[src/bspline_weight_generator_unit_assert.svh]
// ----------------------------------------------------------------------------
// Assertion macros for the B-spline weight generator
// Implication checks clocked on clk and disabled while rst is high.
// ----------------------------------------------------------------------------
`ifndef BSPLINE_WEIGHT_GENERATOR_UNIT_ASSERT_SVH
`define BSPLINE_WEIGHT_GENERATOR_UNIT_ASSERT_SVH

`ifndef ASSERT_OFF

// Consequent must hold in the same cycle as the antecedent.
`define ASSERT_IMP(lbl, ante, cons, msg) \
  lbl: assert property (@(posedge clk) disable iff (rst) (ante) |-> (cons)) \
    else $error(msg);

// Consequent must hold in the cycle after the antecedent.
`define ASSERT_NXT(lbl, ante, cons, msg) \
  lbl: assert property (@(posedge clk) disable iff (rst) (ante) |=> (cons)) \
    else $error(msg);

`else

`define ASSERT_IMP(lbl, ante, cons, msg)
`define ASSERT_NXT(lbl, ante, cons, msg)

`endif

`endif

[src/bswg_pkg.sv]
// ----------------------------------------------------------------------------
// bswg_pkg
// Widths, sequencer codes, control struct, reciprocal table and conversion
// function shared by the B-spline weight generator modules.
// ----------------------------------------------------------------------------
package bswg_pkg;

  // Block sizing.
  localparam int MAX_ORDER   = 8;
  localparam int MIN_ORDER   = 3;
  localparam int ORDER_RESET = 4;
  localparam int FRAC_BITS   = 16;
  localparam int WF          = 24;

  // Port widths.
  localparam int CFG_W  = 4;
  localparam int IDX_W  = 3;
  localparam int OUT_W  = 18;
  localparam int OUT_FB = 17;
  localparam int ONE_OUT = 1 << OUT_FB;

  // Counter widths.
  localparam int KW = $clog2(MAX_ORDER + 1);
  localparam int JW = $clog2(MAX_ORDER);

  // Datapath widths: coefficients, weights, scaled sums, reciprocals.
  localparam int CW = FRAC_BITS + $clog2(MAX_ORDER);
  localparam int WW = WF + 2;
  localparam int SW = WF + $clog2(MAX_ORDER) + 1;
  localparam int RW = WF;
  localparam int MX = (SW > CW) ? SW : CW;
  localparam int MY = (WW > RW) ? WW : RW;
  localparam int PW = MX + MY;
  localparam int AW = PW + 1;

  // Conversion of a Q.FRAC_BITS start value to Q.WF.
  localparam int TW     = FRAC_BITS + WF + 1;
  localparam int SH_L   = (WF > FRAC_BITS) ? WF - FRAC_BITS : 0;
  localparam int SH_R   = (FRAC_BITS > WF) ? FRAC_BITS - WF : 0;
  localparam int RND_SH = (SH_R > 0) ? SH_R - 1 : 0;
  localparam logic [TW-1:0] RND_R = (SH_R > 0) ? (TW'(1) << RND_SH) : '0;

  // Reciprocal scale: 1.0 in Q.WF.
  localparam longint ONE_WF = longint'(1) << WF;

  // Sequencer state codes.
  localparam int ST_W = 3;
  localparam logic [ST_W-1:0] ST_IDLE = 3'd0;
  localparam logic [ST_W-1:0] ST_MA   = 3'd1;
  localparam logic [ST_W-1:0] ST_MB   = 3'd2;
  localparam logic [ST_W-1:0] ST_SUM  = 3'd3;
  localparam logic [ST_W-1:0] ST_SC   = 3'd4;
  localparam logic [ST_W-1:0] ST_WB   = 3'd5;
  localparam logic [ST_W-1:0] ST_OUT  = 3'd6;

  // Control from the sequencer to the datapath.
  typedef struct packed {
    logic [ST_W-1:0] state;
    logic            load;
    logic [KW-1:0]   k;
    logic [JW-1:0]   j;
    logic [KW-1:0]   nk;
    logic [JW-1:0]   nj;
    logic [JW-1:0]   oj;
  } bswg_ctrl_t;

  // Reciprocal table: round-half-up of 1/n in Q.WF.
  function automatic logic [RW-1:0] recip(input logic [KW-1:0] n);
    case (n)
      KW'(2):  recip = RW'((ONE_WF + 1) / 2);
      KW'(3):  recip = RW'((ONE_WF + 1) / 3);
      KW'(4):  recip = RW'((ONE_WF + 2) / 4);
      KW'(5):  recip = RW'((ONE_WF + 2) / 5);
      KW'(6):  recip = RW'((ONE_WF + 3) / 6);
      KW'(7):  recip = RW'((ONE_WF + 3) / 7);
      KW'(8):  recip = RW'((ONE_WF + 4) / 8);
      KW'(9):  recip = RW'((ONE_WF + 4) / 9);
      KW'(10): recip = RW'((ONE_WF + 5) / 10);
      KW'(11): recip = RW'((ONE_WF + 5) / 11);
      KW'(12): recip = RW'((ONE_WF + 6) / 12);
      KW'(13): recip = RW'((ONE_WF + 6) / 13);
      KW'(14): recip = RW'((ONE_WF + 7) / 14);
      KW'(15): recip = RW'((ONE_WF + 7) / 15);
      default: recip = '0;
    endcase
  endfunction

  // Takes a Q.FRAC_BITS value (up to 1.0) to the Q.WF working format.
  function automatic logic [WW-1:0] wf_from_frac(input logic [FRAC_BITS:0] v);
    logic [TW-1:0] t;
    t = TW'(v) << SH_L;
    t = (t + RND_R) >> SH_R;
    return WW'(t);
  endfunction

endpackage

[src/bswg_datapath.sv]
// ----------------------------------------------------------------------------
// bswg_datapath
// Weight registers and the shared multiplier that runs the order-raising
// recursion one product at a time under control of the sequencer.
// ----------------------------------------------------------------------------
module bswg_datapath (
  input  logic                            clk,
  input  bswg_pkg::bswg_ctrl_t            ctrl,
  input  logic [bswg_pkg::FRAC_BITS-1:0]  frac,
  output logic [bswg_pkg::OUT_W-1:0]      weight_value
);
  import bswg_pkg::*;

  localparam logic [AW-1:0] RND_F   = AW'(1) << (FRAC_BITS - 1);
  localparam logic [PW-1:0] RND_W   = PW'(1) << (WF - 1);
  localparam int            OSH     = WF - OUT_FB;
  localparam logic [WW:0]   RND_O   = (WW + 1)'(1) << (OSH - 1);
  localparam logic [WW:0]   SAT_O   = (WW + 1)'(ONE_OUT);
  localparam logic [FRAC_BITS:0] ONE_F = (FRAC_BITS + 1)'(1) << FRAC_BITS;

  logic [FRAC_BITS-1:0] f;
  logic [WW-1:0]        w [MAX_ORDER];
  logic [PW-1:0]        prod;
  logic [AW-1:0]        acc;
  logic [SW-1:0]        sreg;

  logic [KW-1:0] tk;
  logic [JW-1:0] tj;
  logic [JW-1:0] rd_idx;
  logic [WW-1:0] rd_w;
  logic          term_a;
  logic          term_b;
  logic [CW-1:0] up_coef;
  logic [CW-1:0] dn_coef;
  logic [MX-1:0] mx;
  logic [MY-1:0] my;
  logic [PW-1:0] mult;
  logic [AW-1:0] sum;
  logic [WW-1:0] w_new;
  logic [WW:0]   o_round;

  // The write-back cycle already starts the first product of the next element.
  assign tk = (ctrl.state == ST_WB) ? ctrl.nk : ctrl.k;
  assign tj = (ctrl.state == ST_WB) ? ctrl.nj : ctrl.j;

  // The lower neighbor term is absent at index zero, the own term at the top.
  assign term_a = (tj != '0);
  assign term_b = (KW'(tj) != (tk - KW'(1)));

  assign up_coef = ((CW'(tk) - CW'(1) - CW'(tj)) << FRAC_BITS) + CW'(f);
  assign dn_coef = ((CW'(tj) + CW'(1)) << FRAC_BITS) - CW'(f);

  // Single read port on the weight registers.
  always_comb begin
    case (ctrl.state)
      ST_MB:   rd_idx = tj;
      ST_OUT:  rd_idx = ctrl.oj;
      default: rd_idx = tj - JW'(1);
    endcase
  end
  assign rd_w = w[rd_idx];

  // Operand selection for the shared multiplier.
  always_comb begin
    case (ctrl.state)
      ST_SC: begin
        mx = MX'(sreg);
        my = MY'(recip(ctrl.k - KW'(1)));
      end
      ST_MB: begin
        mx = term_b ? MX'(dn_coef) : '0;
        my = term_b ? MY'(rd_w) : '0;
      end
      default: begin
        mx = term_a ? MX'(up_coef) : '0;
        my = term_a ? MY'(rd_w) : '0;
      end
    endcase
  end
  assign mult = PW'(mx) * PW'(my);

  // Rounding of the sum of products and of the scaled weight.
  assign sum   = acc + AW'(prod);
  assign w_new = WW'((prod + RND_W) >> WF);

  // Output weight: round to Q1.17 and saturate at 1.0.
  assign o_round = ((WW + 1)'(rd_w) + RND_O) >> OSH;
  assign weight_value = (o_round > SAT_O) ? OUT_W'(SAT_O) : OUT_W'(o_round);

  // Datapath registers.
  always_ff @(posedge clk) begin
    if (ctrl.load) begin
      f    <= frac;
      w[0] <= wf_from_frac(ONE_F - (FRAC_BITS + 1)'(frac));
      w[1] <= wf_from_frac((FRAC_BITS + 1)'(frac));
    end
    case (ctrl.state)
      ST_MA: begin
        prod <= mult;
      end
      ST_MB: begin
        acc  <= AW'(prod) + RND_F;
        prod <= mult;
      end
      ST_SUM: begin
        sreg <= SW'(sum >> FRAC_BITS);
      end
      ST_SC: begin
        prod <= mult;
      end
      ST_WB: begin
        w[ctrl.j] <= w_new;
        prod      <= mult;
      end
      default: begin
      end
    endcase
  end

endmodule

[src/bspline_weight_generator_unit.sv]
// ----------------------------------------------------------------------------
// bspline_weight_generator_unit
// Cardinal B-spline weight generator for particle-mesh charge spreading.
// ----------------------------------------------------------------------------
// Usage:
//   The input channel (in_valid/in_ready/frac) takes one fractional grid
//   offset in Q0.16 per transaction. The output channel (out_valid/out_ready)
//   returns one transaction per weight: weight_index, weight_value (Q1.17,
//   saturated at 1.0) and last on the final weight of the run.
//   The configuration channel (cfg_valid/cfg_ready/cfg_data) writes the
//   spline order; values below 3 act as 3 and values above 8 act as 8.
//   Write it only while the block is idle.
// Sequencing:
//   For order n the recursion has E = n(n+1)/2 - 3 element updates. Each one
//   uses the single shared multiplier for two products and a reciprocal
//   scale, with a round between them; the E updates are followed by n output
//   transactions. in_ready is high only while no item is in work.
// Reset and stalls:
//   rst (synchronous) returns the sequencer to idle and the order to 4.
//   A stalled receiver holds the current weight; the run resumes when
//   out_ready returns.
// ----------------------------------------------------------------------------
`include "bspline_weight_generator_unit_assert.svh"

module bspline_weight_generator_unit (
  input  logic                            clk,
  input  logic                            rst,
  input  logic                            in_valid,
  output logic                            in_ready,
  input  logic [bswg_pkg::FRAC_BITS-1:0]  frac,
  output logic                            out_valid,
  input  logic                            out_ready,
  output logic [bswg_pkg::IDX_W-1:0]      weight_index,
  output logic [bswg_pkg::OUT_W-1:0]      weight_value,
  output logic                            last,
  input  logic                            cfg_valid,
  output logic                            cfg_ready,
  input  logic [bswg_pkg::CFG_W-1:0]      cfg_data
);
  import bswg_pkg::*;

  logic [ST_W-1:0]  state;
  logic [CFG_W-1:0] spline_order;
  logic [KW-1:0]    ord;
  logic [KW-1:0]    k;
  logic [JW-1:0]    j;
  logic [JW-1:0]    oj;

  logic [KW-1:0] ord_next;
  logic [KW-1:0] k_next;
  logic [JW-1:0] j_next;
  logic          done;
  logic          in_fire;
  logic          out_fire;
  bswg_ctrl_t    ctrl;

  // Handshakes.
  assign in_ready  = (state == ST_IDLE);
  assign out_valid = (state == ST_OUT);
  assign cfg_ready = 1'b1;
  assign in_fire   = in_valid && in_ready;
  assign out_fire  = out_valid && out_ready;

  assign weight_index = IDX_W'(oj);
  assign last         = (KW'(oj) == (ord - KW'(1)));

  // Clamp the configured order into the supported range.
  always_comb begin
    if (spline_order < CFG_W'(MIN_ORDER)) begin
      ord_next = KW'(MIN_ORDER);
    end else if (KW'(spline_order) > KW'(MAX_ORDER)) begin
      ord_next = KW'(MAX_ORDER);
    end else begin
      ord_next = KW'(spline_order);
    end
  end

  // Walk order and index: down through the indexes, then up one order.
  assign done   = (j == '0) && (k == ord);
  assign k_next = (j == '0) ? (k + KW'(1)) : k;
  assign j_next = (j == '0) ? JW'(k) : (j - JW'(1));

  // Control bundle for the datapath.
  always_comb begin
    ctrl.state = state;
    ctrl.load  = in_fire;
    ctrl.k     = k;
    ctrl.j     = j;
    ctrl.nk    = k_next;
    ctrl.nj    = j_next;
    ctrl.oj    = oj;
  end

  // Sequencer and configuration register.
  always_ff @(posedge clk) begin
    if (rst) begin
      state        <= ST_IDLE;
      spline_order <= CFG_W'(ORDER_RESET);
      ord          <= '0;
      k            <= '0;
      j            <= '0;
      oj           <= '0;
    end else begin
      if (cfg_valid && cfg_ready) begin
        spline_order <= cfg_data;
      end
      case (state)
        ST_IDLE: begin
          if (in_fire) begin
            ord   <= ord_next;
            k     <= KW'(MIN_ORDER);
            j     <= JW'(MIN_ORDER - 1);
            state <= ST_MA;
          end
        end
        ST_MA: begin
          state <= ST_MB;
        end
        ST_MB: begin
          state <= ST_SUM;
        end
        ST_SUM: begin
          state <= ST_SC;
        end
        ST_SC: begin
          state <= ST_WB;
        end
        ST_WB: begin
          if (done) begin
            oj    <= '0;
            state <= ST_OUT;
          end else begin
            k     <= k_next;
            j     <= j_next;
            state <= ST_MB;
          end
        end
        ST_OUT: begin
          if (out_fire) begin
            if (last) begin
              state <= ST_IDLE;
            end else begin
              oj <= oj + JW'(1);
            end
          end
        end
        default: begin
          state <= ST_IDLE;
        end
      endcase
    end
  end

  bswg_datapath u_datapath (
    .clk          (clk),
    .ctrl         (ctrl),
    .frac         (frac),
    .weight_value (weight_value)
  );

  // Checks on the sequencer.
  `ASSERT_IMP(a_ready_excl, in_ready, !out_valid, "input ready while results pending")
  `ASSERT_NXT(a_start, in_fire,
    state == ST_MA && k == KW'(MIN_ORDER) && j == JW'(MIN_ORDER - 1), "bad recursion start")
  `ASSERT_NXT(a_run_end, out_fire && last, in_ready, "block not idle after final weight")
  `ASSERT_IMP(a_walk, state == ST_WB, k <= ord && KW'(j) < k, "recursion index out of range")
  `ASSERT_IMP(a_sat, out_valid, weight_value <= OUT_W'(ONE_OUT), "weight above 1.0")

endmodule
[config.mk]
export PLATFORM = sky130hd
export DESIGN_NAME = bspline_weight_generator_unit
export DESIGN_NICKNAME = d
export VERILOG_FILES = /design/src/bswg_pkg.sv /design/src/bswg_datapath.sv /design/src/bspline_weight_generator_unit.sv
export VERILOG_INCLUDE_DIRS = /design/src /design/src/src
export SDC_FILE = /design/constraint.sdc
export NUM_CORES = 2
export LEC_CHECK = 0
export BUFFER_PORTS_ARGS = -buffer_cell sky130_fd_sc_hd__buf_2
export CAP_MARGIN = 20
export CORE_UTILIZATION = 60
export DETAILED_ROUTE_END_ITERATION = 10
export GPL_TIMING_DRIVEN = 0
export PLACE_DENSITY_LB_ADDON = 0.15
export SYNTH_ARGS = -nofsm -noshare
export SYNTH_HDL_FRONTEND = slang
export SYNTH_SLANG_ARGS = --single-unit
[constraint.sdc]
create_clock -name clk -period 14.9 [get_ports clk]
set_input_delay 4.47 -clock clk [delete_from_list [all_inputs] [get_ports clk]]
set_output_delay 4.47 -clock clk [all_outputs]
set_load 0.05 [all_outputs]
# After elaboration in Yosys (flattened, before gate mapping)
# Memories as Yosys holds them, arrays and structs flattened.
# Index checks and enable logic that the tools add are counted.
dict set report totals {
  in_bits 25
  n_memories 2
  ram_bits 208
  ff_bits 159
  romBits 384
}
dict set report op_classes {
  n_mul 1
  addsub 17
  n_lt_le_gt_ge 3
  reduce_logical 14
  eq_ne 15
  muxes 36
}
# memory depth width rd rd_clocked_by_memory_dff write_ports line_no
set mem_list {}
lappend mem_list {{(name not given)} 16 24 1 0 0 bswg_pkg.sv:69} ;# case (n)
lappend mem_list {u_datapath.w 8 26 1 0 2 bswg_datapath.sv:22} ;# logic [WW-1:0] w [MAX_ORDER];
# op n
set ops {}
lappend ops {{$mux 26} 3}
lappend ops {{$pmux 28 s2} 1}
lappend ops {{$pmux 26 s2} 1}
lappend ops {{$add 50x24->50 const B} 1}
lappend ops {{$mul 28x26->50} 1}
lappend ops {{$add 44x16->44 const B} 1}
lappend ops {{$add 44x44->44} 1}
lappend ops {{$mux 19} 2}
lappend ops {{$mux 3} 12}
lappend ops {{$add 26x7->27 const B} 1}
lappend ops {{$reduce_or 26->1} 1}
lappend ops {{$mux 4} 6}
lappend ops {{$pmux 3 s7} 1}
lappend ops {{$gt 20x18->1 const B} 1}
lappend ops {{$add 19x16->19} 1}
lappend ops {{$sub 19x16->19} 1}
lappend ops {{$mux 18} 1}
lappend ops {{$pmux 3 s2} 3}
lappend ops {{$sub 17x16->17 const A} 1}
lappend ops {{$sub 4x1->4 const B} 3}
lappend ops {{$eq 3x3->1 const B} 3}
lappend ops {{$sub 3x1->3 const B} 3}
lappend ops {{$pmux 4 s2} 1}
lappend ops {{$add 3x1->3 const B} 2}
lappend ops {{other kinds (20)} 34}

# Longest topological paths before layout
dict set report logic_depth {
  depth_word 9
  depth_mapped 49
}

# Cells and area by module
# From an unflattened synthesis, not the netlist that was laid out.
dict set report unflattened {
  cells_unflattened 4256
  area_unflattened_um2 41685.0
}
# module seq_area_each_um2 instances area_each_um2 cells_per_inst
set by_module_without_submodules {}
lappend by_module_without_submodules {bswg_datapath 10390.0 1 40467.6 4110}
lappend by_module_without_submodules {bspline_weight_generator_unit 420.4 1 1217.4 146}

# Worst setup path before layout
# Ideal clock, no wire load.
dict set report synth_path {
  path_kind {reg2out}
  startpoint {reg j[1]}
  endpoint {out weight_value[9] (netlist name)}
  arrival_ps 6750
  stages_incl_launch_ff 27
  path_buffers 7
  setup_slack_ps 3680
  cell_sequence {dfxtp_1 inv_1 ha_1 nand2b_1 buf_4 mux2_2 mux2_2 ha_1 ha_1 mux2_2 buf_6 buf_6 buf_6 buf_2 clkbuf_1 clkbuf_1 nand2_1 a311oi_1 a31oi_1 inv_1 ha_1 a21boi_1 nand4b_1 a2111o_1 a21oi_2 inv_1 nor3b_1}
}
dict set report synth_between {
  elab_chain_len 9
  word_cells_on_any_way 10
}
# item line_no
set synth_rtl {}
lappend synth_rtl {{start: declaration} bspline_weight_generator_unit.sv:46} ;# logic [JW-1:0] j;
lappend synth_rtl {{start signal: assignment} bspline_weight_generator_unit.sv:112} ;# j <= JW'(MIN_ORDER - 1);
lappend synth_rtl {{start signal: assignment} bspline_weight_generator_unit.sv:134} ;# j <= j_next;
lappend synth_rtl {{$sub 3x1->3 or $logic_not 3->1 (tied branches)} bspline_weight_generator_unit.sv:81} ;# assign j_next = (j == '0) ? JW'(k) : (j - JW'(1));
lappend synth_rtl {{$mux 3} bspline_weight_generator_unit.sv:81}
lappend synth_rtl {{$mux 3 (*)} bswg_datapath.sv:44} ;# assign tj = (ctrl.state == ST_WB) ? ctrl.nj : ctrl.j;
lappend synth_rtl {{$sub 3x1->3} bswg_datapath.sv:58} ;# default: rd_idx = tj - JW'(1);
lappend synth_rtl {{$pmux 3 s2 (*)} bswg_datapath.sv:55} ;# case (ctrl.state)
lappend synth_rtl {{$mem_v2 8x26 (*)} n/a}
lappend synth_rtl {{$add 26x7->27 (*)} bswg_datapath.sv:87} ;# assign o_round = ((WW + 1)'(rd_w) + RND_O) >> OSH;
lappend synth_rtl {{$gt 20x18->1} bswg_datapath.sv:88} ;# assign weight_value = (o_round > SAT_O) ? OUT_W'(SAT_O) : OUT_W'(o_round);
lappend synth_rtl {{$mux 18 (*)} bswg_datapath.sv:88}
lappend synth_rtl {{end: declaration} bspline_weight_generator_unit.sv:34} ;# output logic [bswg_pkg::OUT_W-1:0] weight_value,
# Mark *: on every way between the ends. The rest lies on a longest branch, timed or not.

# Final worst setup path
dict set report layout_path {
  startpoint {reg j[1]}
  endpoint {reg u_datapath.prod[45] (data pin)}
}
dict set report layout_between {
  elab_chain_len 9
  word_cells_on_any_way 24
}
# item line_no
set layout_rtl {}
lappend layout_rtl {{$logic_not 3->1 or $sub 3x1->3 (tied branches)} {bspline_weight_generator_unit.sv:80, bspline_weight_generator_unit.sv:81}}
lappend layout_rtl {{$mux 4 or $mux 3 (tied branches)} {bspline_weight_generator_unit.sv:80, bspline_weight_generator_unit.sv:81}}
lappend layout_rtl {{$mux 4 or $mux 3 (tied branches)} {bswg_datapath.sv:43, bswg_datapath.sv:44}}
lappend layout_rtl {{$sub 3x1->3 (on tied branches)} {bswg_datapath.sv:50, bswg_datapath.sv:58}}
lappend layout_rtl {{$sub 3x3->3 or $pmux 3 s2 (tied branches)} {bswg_datapath.sv:50, bswg_datapath.sv:55}}
lappend layout_rtl {{$add 19x16->19 or $mem_v2 8x26 (tied branches)} n/a}
lappend layout_rtl {{$mux 19 (tied with other cells)} bswg_datapath.sv:75} ;# mx = term_a ? MX'(up_coef) : '0;
lappend layout_rtl {{$pmux 28 s2 or $pmux 26 s2 (tied branches)} bswg_datapath.sv:65} ;# case (ctrl.state)
lappend layout_rtl {{$mul 28x26->50 (*)} bswg_datapath.sv:80} ;# assign mult = PW'(mx) * PW'(my);
lappend layout_rtl {{net u_datapath.mult[45]} bswg_datapath.sv:37} ;# logic [PW-1:0] mult;
lappend layout_rtl {{end signal: assignment} bswg_datapath.sv:99} ;# prod <= mult;
lappend layout_rtl {{end signal: assignment} bswg_datapath.sv:103} ;# prod <= mult;
lappend layout_rtl {{end signal: assignment} bswg_datapath.sv:109} ;# prod <= mult;
lappend layout_rtl {{end: declaration} bswg_datapath.sv:23} ;# logic [PW-1:0] prod;
# The timed path passes the listed nets; every way through them passes the cells marked *.
# A chain may end at the register's enable or synchronous reset.

==> results.yml <==
sta:
  slew_viol_final: 0
  fmax_ghz: 0.06891
  fin_tns_setup_ps: 0
  worst_slew_pin_slew_ps: 1232
  fin_crit_ps: 14510
  holdWs_ps: 434.6
  post-route-period-util_pct: 97.40
  hold_viol_final: 0
  setup_viol: 0
  skew_ps: 43.06
  grt_setup_unrepaired: "false"
  slew_headroom_pct: 17.26
final_layout:
  finalNetCount: 5433
  final_cells: 5526
  final_util_pct: 65.22
  drive_above_1_share_pct: 6.674
  final_cell_mix: "inv_1 (733), fa_1 (618), nand2_1 (577), nor2_1 (493), edfxtp_1 (346)"
  design_area_sq_mm: 0.04567
  layout_commonest_cell: "inv_1"
  syn2layout_area_growth_pct: 7.644
clock_tree:
  clock_path_buffers: 3
  post-cts-setup-buffer-count: 0
  cts_root_buf: "clkbuf_16"
  htree_levels: 2
  clkLatencyLatePin_ps: 590
  cts.sinks: 367
  numCtsBuffers: 39
  hold_buffers: 0
  cts.clk_slew.worst_paths_ps: 70
  tritoncts: "done"
routing:
  m1WireLength_microns: 57740
  vias_per_cell: 6.229
  first_pass_iters: 6
  ant_nets: 0
  wirelength_microns: 151800
  topRoutingLayerUsed: "met5"
  drc_errors: 0
  via_count: 34420
  wl_met3_microns: 22670
  post_drt_wl_per_cell_microns: 27.47
  met2_length_microns: 61950
  drt_iter0_markers: 4659
floorplan:
  die-area_sq_mm: 0.07178
  start_util_pct: 60.59
  fp.coreArea_sq_mm: 0.07003
  die_w_microns: 267.9
  fp.dieH_microns: 267.9
  rows: 97
  io_pins: 50
yosys:
  synth_cell_types: 91
  syn_inst: 4425
  synth-async-reset-ratio_pct: 0
  synth_ff_type: "edfxtp_1"
  synth_edf_count: 346
  synth_seq_cells: 367
  seq_area_frac_synth_pct: 25.48
  synth.cell_area_sq_mm: 0.04243
  yosysWarnings: 0
  avgSynthCellArea_sq_um: 9.588
place:
  hpwl_microns: 123000
  place_area_sq_mm: 0.04432
  placed_cells: 5451
  io_buffers: 47
  place.gp.congestion: 1.090
worst_hold_path:
  min_path_type: "flop to flop"
critical_path:
  crit_slowest_cell: "clkdlybuf4s15_1"
  arrival_ps: 14800
  cp-start-kind: "flop"
  crit_path_end_kind: "flop"
  critPathKind: "flop to flop"
  cp_common_cell: "fa_1"
  critPathTopFamily: "adder cells"
  slowest_delay_ps: 840
  worst-path-max-fanout: 10
  cp_num_buf_inv: 13
  cp.required_ps: 15180
grt:
  antenna_found_initial: 3
  first_global_vias: 33350
  grt_pass1_wl_microns: 220400
  grtUsageTotal_pct: 43.17
  grt_overflow_total: 0
  grt_max_degree: 39
power_and_ir_drop:
  vdd_drop_max_mv: 0.1080
  power.density_mw_per_mm2: 123.5
  leakagePower_uw: 0.02027
flow_run:
  max_cap_viol_count: 0
status:
  status: "finished clean"
## sequential cells by signal, indices dropped and copies added, names as in the netlist
signal and cells:
k 4, state 3, spline_order 4, weight_index 3, u_datapath.prod 50, u_datapath.acc 44
u_datapath.sreg 28, j 3, u_datapath.f 16, u_datapath.w 208, ord 4
## cell usage after synthesis, types with 11 or more instances
| cell | instances | area share (%) |
|---|---|---|
| a21o_1 | 33 | 0.58 |
| o211ai_1 | 11 | 0.19 |
| xnor2_1 | 109 | 2.3 |
| nor3_1 | 61 | 0.72 |
| buf_6 | 11 | 0.29 |
| mux2i_1 | 103 | 2.4 |
| nand4_1 | 29 | 0.43 |
| ha_1 | 233 | 6.9 |
| a31oi_1 | 24 | 0.35 |
| or3_1 | 20 | 0.29 |
| edfxtp_1 | 346 | 24 |
| nand2_1 | 577 | 5.1 |
| nor2b_1 | 18 | 0.27 |
| o21ai_0 | 82 | 0.97 |
| fa_1 | 618 | 29 |
| mux2_2 | 19 | 0.50 |
| nand2b_1 | 60 | 0.88 |
| inv_1 | 734 | 6.5 |
| o21bai_1 | 12 | 0.21 |
| dfxtp_1 | 21 | 0.99 |
| buf_1 | 12 | 0.11 |
| nor4_1 | 19 | 0.28 |
| buf_2 | 68 | 0.80 |
| o21a_1 | 19 | 0.34 |
| nand3_1 | 91 | 1.1 |
| a21oi_1 | 115 | 1.4 |
| xor2_1 | 64 | 1.3 |
| and3_1 | 70 | 1.0 |
| and2_1 | 30 | 0.44 |
| nor2_1 | 498 | 4.4 |
| clkbuf_1 | 107 | 0.95 |
| a311oi_1 | 12 | 0.25 |
| buf_4 | 15 | 0.27 |
## what timing repair did
item / in CTS / in global routing
setup endpoints to repair: 0 / 10
resized for setup: 0 / 7
endpoints found under the hold margin: 0 / 0
## layout make-up
| type | instances | area [sq um] |
|---|---|---|
| multi-input combinational | 3121 | 27960 |
| fill | 5927 | 24360 |
| sequential | 367 | 10810 |
| inverter | 734 | 2755 |
| tap | 940 | 1176 |
| clock buffer | 50 | 1039 |
| buffer | 213 | 1031 |
| timing repair buffer | 81 | 649.4 |
| clock inverter | 19 | 245.2 |
| antenna | 1 | 2.502 |
## power breakdown
part / internal, uW / switching (uW)
clock network: 570 / 436
registers: 1350 / 88.6
logic: 1020 / 2170
total: 2940 / 2700
## cell families after synthesis
group	after synthesis	synth area share (%)
AOI/OAI and AO/OA	436	6.939
xor gates and xnor gates	173	3.571
adders and majority gates	851	36.03
buffers and inverters	947	8.906
DFF	367	25.48
muxes	128	3.211
other	2	0.01770
and+or+nand+nor	1521	15.84
## per-stage QoR
stage / power (uW) / setup slack, ps
after floorplan: 3293 / 3680
after global placement: 4445 / 521.7
after detailed placement: 4496 / 338.1
after CTS: 5511 / 287.3
after global routing: 5868 / 4.807
final: 5639 / 387.5
## layer usage
| metal | up-vias | track usage, % |
|---|---|---|
| met5 | - | 0 |
| met3 | 438 | 14.96 |
| met4 | 2 | 22.07 |
| li1 | 14450 | - |
| met1 | 17080 | 59.78 |
| met2 | 2448 | 60.02 |
## path summary, 6_finish.rpt
check                                 from                            end  slack (ps)  depth (start not counted)
min          u_datapath.prod[14]$_DFFE_PP_   u_datapath.acc[14]$_DFFE_PN_         430                          0
max                      j[1]$_SDFFE_PP0P_  u_datapath.prod[45]$_DFFE_PP_         390                         38
max reg2reg              j[1]$_SDFFE_PP0P_  u_datapath.prod[45]$_DFFE_PP_         390                         38
min reg2reg  u_datapath.prod[14]$_DFFE_PP_   u_datapath.acc[14]$_DFFE_PN_         430                          0
(Power assumes the default switching activity.)
